$ cat config.mk
export PLATFORM = sky130hd
export DESIGN_NAME = hso_fifo
export DESIGN_NICKNAME = d
export VERILOG_FILES = /design/src/hso_fifo.sv
export SDC_FILE = /design/constraint.sdc
export NUM_CORES = 1
export LEC_CHECK = 0
export ABC_AREA = 1
export BUFFER_PORTS_ARGS = -buffer_cell sky130_fd_sc_hd__buf_4
export CAP_MARGIN = 0
export CELL_PAD_IN_SITES_DETAIL_PLACEMENT = 1
export CELL_PAD_IN_SITES_GLOBAL_PLACEMENT = 2
export CORE_ASPECT_RATIO = 0.8
export CORE_MARGIN = 2
export CORE_UTILIZATION = 25
export CTS_CLUSTER_DIAMETER = 80
export DETAILED_ROUTE_END_ITERATION = 7
export GPL_TIMING_DRIVEN = 0
export PLACE_DENSITY_LB_ADDON = 0.1
export SETUP_SLACK_MARGIN = 0.2
export SLEW_MARGIN = 40
export SYNTH_ARGS = -nofsm -noshare
export SYNTH_HDL_FRONTEND = slang
export SYNTH_SLANG_ARGS = --single-unit
export TNS_END_PERCENT = 50
$ cat constraint.sdc
create_clock -name clk -period 3.5 [get_ports clk]
set_input_delay 0.175 -clock clk [delete_from_list [all_inputs] [get_ports clk]]
set_output_delay 0.175 -clock clk [all_outputs]
set_load 0.05 [all_outputs]
$ cat src/hso_fifo.sv
// Small first-in first-out queue of packed words.
// Used between the front and back parts and on the result side.
module hso_fifo #(
  parameter int WIDTH = 8,
  parameter int DEPTH = 2
) (
  input  logic             clk,
  input  logic             rst,
  input  logic             push,
  input  logic [WIDTH-1:0] wdata,
  output logic             full,
  input  logic             pop,
  output logic [WIDTH-1:0] rdata,
  output logic             empty
);
  localparam int PTR_W = $clog2(DEPTH);
  localparam int CNT_W = $clog2(DEPTH + 1);

  logic [WIDTH-1:0] mem [DEPTH];
  logic [PTR_W-1:0] wptr, rptr;
  logic [CNT_W-1:0] count;
  logic do_push, do_pop;

  assign full = (count == CNT_W'(DEPTH));
  assign empty = (count == '0);
  assign do_push = push && !full;
  assign do_pop = pop && !empty;
  assign rdata = mem[rptr];

  always_ff @(posedge clk) begin
    if (do_push) begin
      mem[wptr] <= wdata;
    end
    if (rst) begin
      wptr <= '0;
      rptr <= '0;
      count <= '0;
    end else begin
      if (do_push) begin
        wptr <= (wptr == PTR_W'(DEPTH - 1)) ? '0 : wptr + 1'b1;
      end
      if (do_pop) begin
        rptr <= (rptr == PTR_W'(DEPTH - 1)) ? '0 : rptr + 1'b1;
      end
      if (do_push && !do_pop) begin
        count <= count + 1'b1;
      end else if (do_pop && !do_push) begin
        count <= count - 1'b1;
      end
    end
  end
endmodule

==> flow_metrics.env <==
export IMPL_drtIter0Drc=6
export IMPL_netlist_area_um2=828
export IMPL_diodes=0
export IMPL_clk_latency_ps=260
export IMPL_worst_path_buf_inv=0
export IMPL_cellPowerDensity_nw_per_um2=797
export IMPL_dp_cells=123
export IMPL_nets=101
export IMPL_nFillCells=343
export IMPL_syn2layout_area_growth_pct=30.7
export IMPL_route_detailed_drc=0
export IMPL_die_h_um=55.5
export IMPL_maxSlewViolCount=0
export IMPL_post_drt_wl_per_cell_um=11.3
export IMPL_wirelength_um=1430
export IMPL_hold_depth=1
export IMPL_r2r_slack_ps=1890
export IMPL_dr_pass1_iters=2
export IMPL_ys_async_sr_fraction_pct=0
export IMPL_synthesis_nets=75
export IMPL_synth_distinct_cells=16
export IMPL_fmax_ghz=0.621
export IMPL_io_buffer_count=21
export IMPL_die_area_um2=3790
export IMPL_rsz0062_at_grt="false"
export IMPL_postLayoutCoreUtil_pct=34.6
export IMPL_die_w_um=68.4
export IMPL_worst_slack_ps=1890
export IMPL_critical_path_cell_chain="o21ai_2 -> nor2_1"
export IMPL_post_synth_top_area_cell="edfxtp_1"
export IMPL_ys_top_cells_by_area="edfxtp_1 (58%), dfxtp_1 (12%), mux2_2 (11%)"
export IMPL_final_setup_tns_ps=0
export IMPL_clk_path_buf_depth=2
export IMPL_hold_end="mem[1][2]$_DFFE_PP_"
export IMPL_critPathKind="flip-flop to flip-flop"
export IMPL_leakage_uw=0.000439
export IMPL_ys_seq_elements=21
export IMPL_finalNonFillerCells=127
export IMPL_hold_viol=0
export IMPL_fin_skew_ps=4.74
export IMPL_period_minus_slack_ps=1610
export IMPL_grt_pass1_wl_um=2280
export IMPL_synth_cells=62
export IMPL_hp_class="input pin to flip-flop"
export IMPL_hold_buffers=0
export IMPL_r2r_end="mem[0][5]$_DFFE_PP_"
export IMPL_worst_ir_drop_vdd_mv=0.226
export IMPL_cts_setup_buffers=0
export IMPL_startpoint_type="flip-flop"
export IMPL_cp_max_fo=8
export IMPL_cts_sinks=21
export IMPL_place_ws_ps=1860
export IMPL_maxSlewHeadroom_pct=49.5
export IMPL_io_pins=22
export IMPL_r2r_start="count[0]$_SDFFE_PP0P_"
export IMPL_min_from="wdata[2]"
export IMPL_critPathSlowestCell="nor2_1"
export IMPL_via_per_inst=4.07
export IMPL_rows=18
export IMPL_drtAntennaViolNets=0
export IMPL_grt_max_degree=13
export IMPL_ys_seq_area_share_pct=70.1
export IMPL_cp_top_family="simple AND/OR/NAND/NOR gates"
export IMPL_cts_tree="built"
export IMPL_antenna_found_initial=0
export IMPL_root_buffer="clkbuf_8"
export IMPL_numCtsBuffers=3
export IMPL_finalSetupViolCount=0
export IMPL_grtUsageTotal_pct=8.08
export IMPL_htree_num_levels=1
export IMPL_yosysWarnings=0
export IMPL_min_period_over_period_pct=46.0
export IMPL_cap_violations=0
export IMPL_r2r_cells=2
export IMPL_synth_common_cells="edfxtp_1 (16), nor2_1 (9), mux2_2 (8)"
export IMPL_ys_flop_type="edfxtp_1"
export IMPL_cts_resized=0
export IMPL_coreArea_um2=3130
export IMPL_start_util_pct=26.5
export IMPL_clkSlewWorstSetupHoldPaths_ps=70
export IMPL_vias=517
export IMPL_crit_required_ps=3390
export IMPL_synth_edff_count=16
export IMPL_hold_ws_ps=98.4
export IMPL_gp_congestion=0.626
export IMPL_crit_arrival_ps=1500
export IMPL_slowest_delay_ps=600
export IMPL_dp_hpwl_um=1090
export IMPL_netlist_area_leader_share_pct=58.0
export IMPL_yosysMostFrequentCell="edfxtp_1"
export IMPL_max_slew_worst_pin_slew_ps=755
export IMPL_grt_overflow=0
export IMPL_status="finished clean"
export IMPL_drive_gt1_share_pct=44.8
export IMPL_grt_pass1_vias=519
export IMPL_critPathCaptureType="flip-flop"
export IMPL_syn_area_per_cell_um2=13.4
[per-stage QoR]
step	power [µW]	area (µm²)
6_report	863	1080
5_1_grt	914	1080
4_1_cts	878	1080
3_5_place_dp	721	1040
3_3_place_gp	718	1040
2_1_floorplan	618	828
[worst register-to-register path: stages (launching register included)]
cell and delay (ps):
dfxtp_1 500, o21ai_2 140, nor2_1 600
[worst max-delay path by stage]
stage / startpoint / end / slack [ps] / cells past startpoint
after global placement: count[0]$_SDFFE_PP0P_ / mem[1][2]$_DFFE_PP_ / 1870 / 2
final: count[0]$_SDFFE_PP0P_ / mem[0][5]$_DFFE_PP_ / 1890 / 2
after floorplan: count[0]$_SDFFE_PP0P_ / mem[1][0]$_DFFE_PP_ / 2180 / 2
after detailed placement: count[0]$_SDFFE_PP0P_ / mem[0][1]$_DFFE_PP_ / 1860 / 2
after CTS: count[0]$_SDFFE_PP0P_ / mem[0][7]$_DFFE_PP_ / 1850 / 2
after global routing: count[0]$_SDFFE_PP0P_ / mem[0][5]$_DFFE_PP_ / 1760 / 2
[flip-flops by register name, summed over array words and instances, names as in the netlist, named ones only]
| register | flops |
|---|---|
| mem | 16 |
| count | 2 |
| rptr | 1 |
| wptr | 1 |
[area by class of cell]
cell class                 count  area, µm²  share of cell area, %
clock inverter                 1       5.00                  0.462
sequential                    21        581                   53.6
clock buffer                   3       41.3                   3.82
multi-input combinational     31        209                   19.3
timing repair buffer          21        158                   14.6
buffer                         1       5.00                  0.462
tap                           40       50.0                   4.62
inverter                       9       33.8                   3.12
[power by group]
| part | leakage, µW | internal (µW) | switching (µW) | total [µW] |
|---|---|---|---|---|
| registers | 0.000191 | 319 | 26.8 | 346 |
| logic | 0.000223 | 123 | 242 | 365 |
| clock network | 0.0000255 | 79.2 | 73.1 | 152 |
| total | 0.000439 | 521 | 342 | 863 |
[metal layers]
metal	GRT usage (%)	part of all wire (%)	up-vias
li1	-	-	261
met2	12.9	45	13
met5	0	0	-
met3	4.07	6.1	2
met1	9.69	48	241
met4	1.71	0.49	0
[placed cells by master (no fill, tap or decap), types with 2 or more instances in the layout]
cell type  count
dfxtp_1        5
o21ai_0        2
nand2_1        4
inv_1          7
inv_2          2
clkbuf_8       3
mux2_2         8
nor2_1         9
buf_4         21
o21ai_2        2
edfxtp_1      16
[cells by family (layout without fill, tap and decap cells)]
logic type	Yosys count	after routing	share of synthesized area, %
multiplexers	8	8	10.9
flip-flops	21	21	70.1
AO/OA/AOI/OAI	6	6	4.53
buffers and inverters	10	35	4.68
adder cells (fa/ha/maj)	1	1	1.51
AND/OR/NAND/NOR	16	16	8.31
Power figures use the tool's default switching activity.
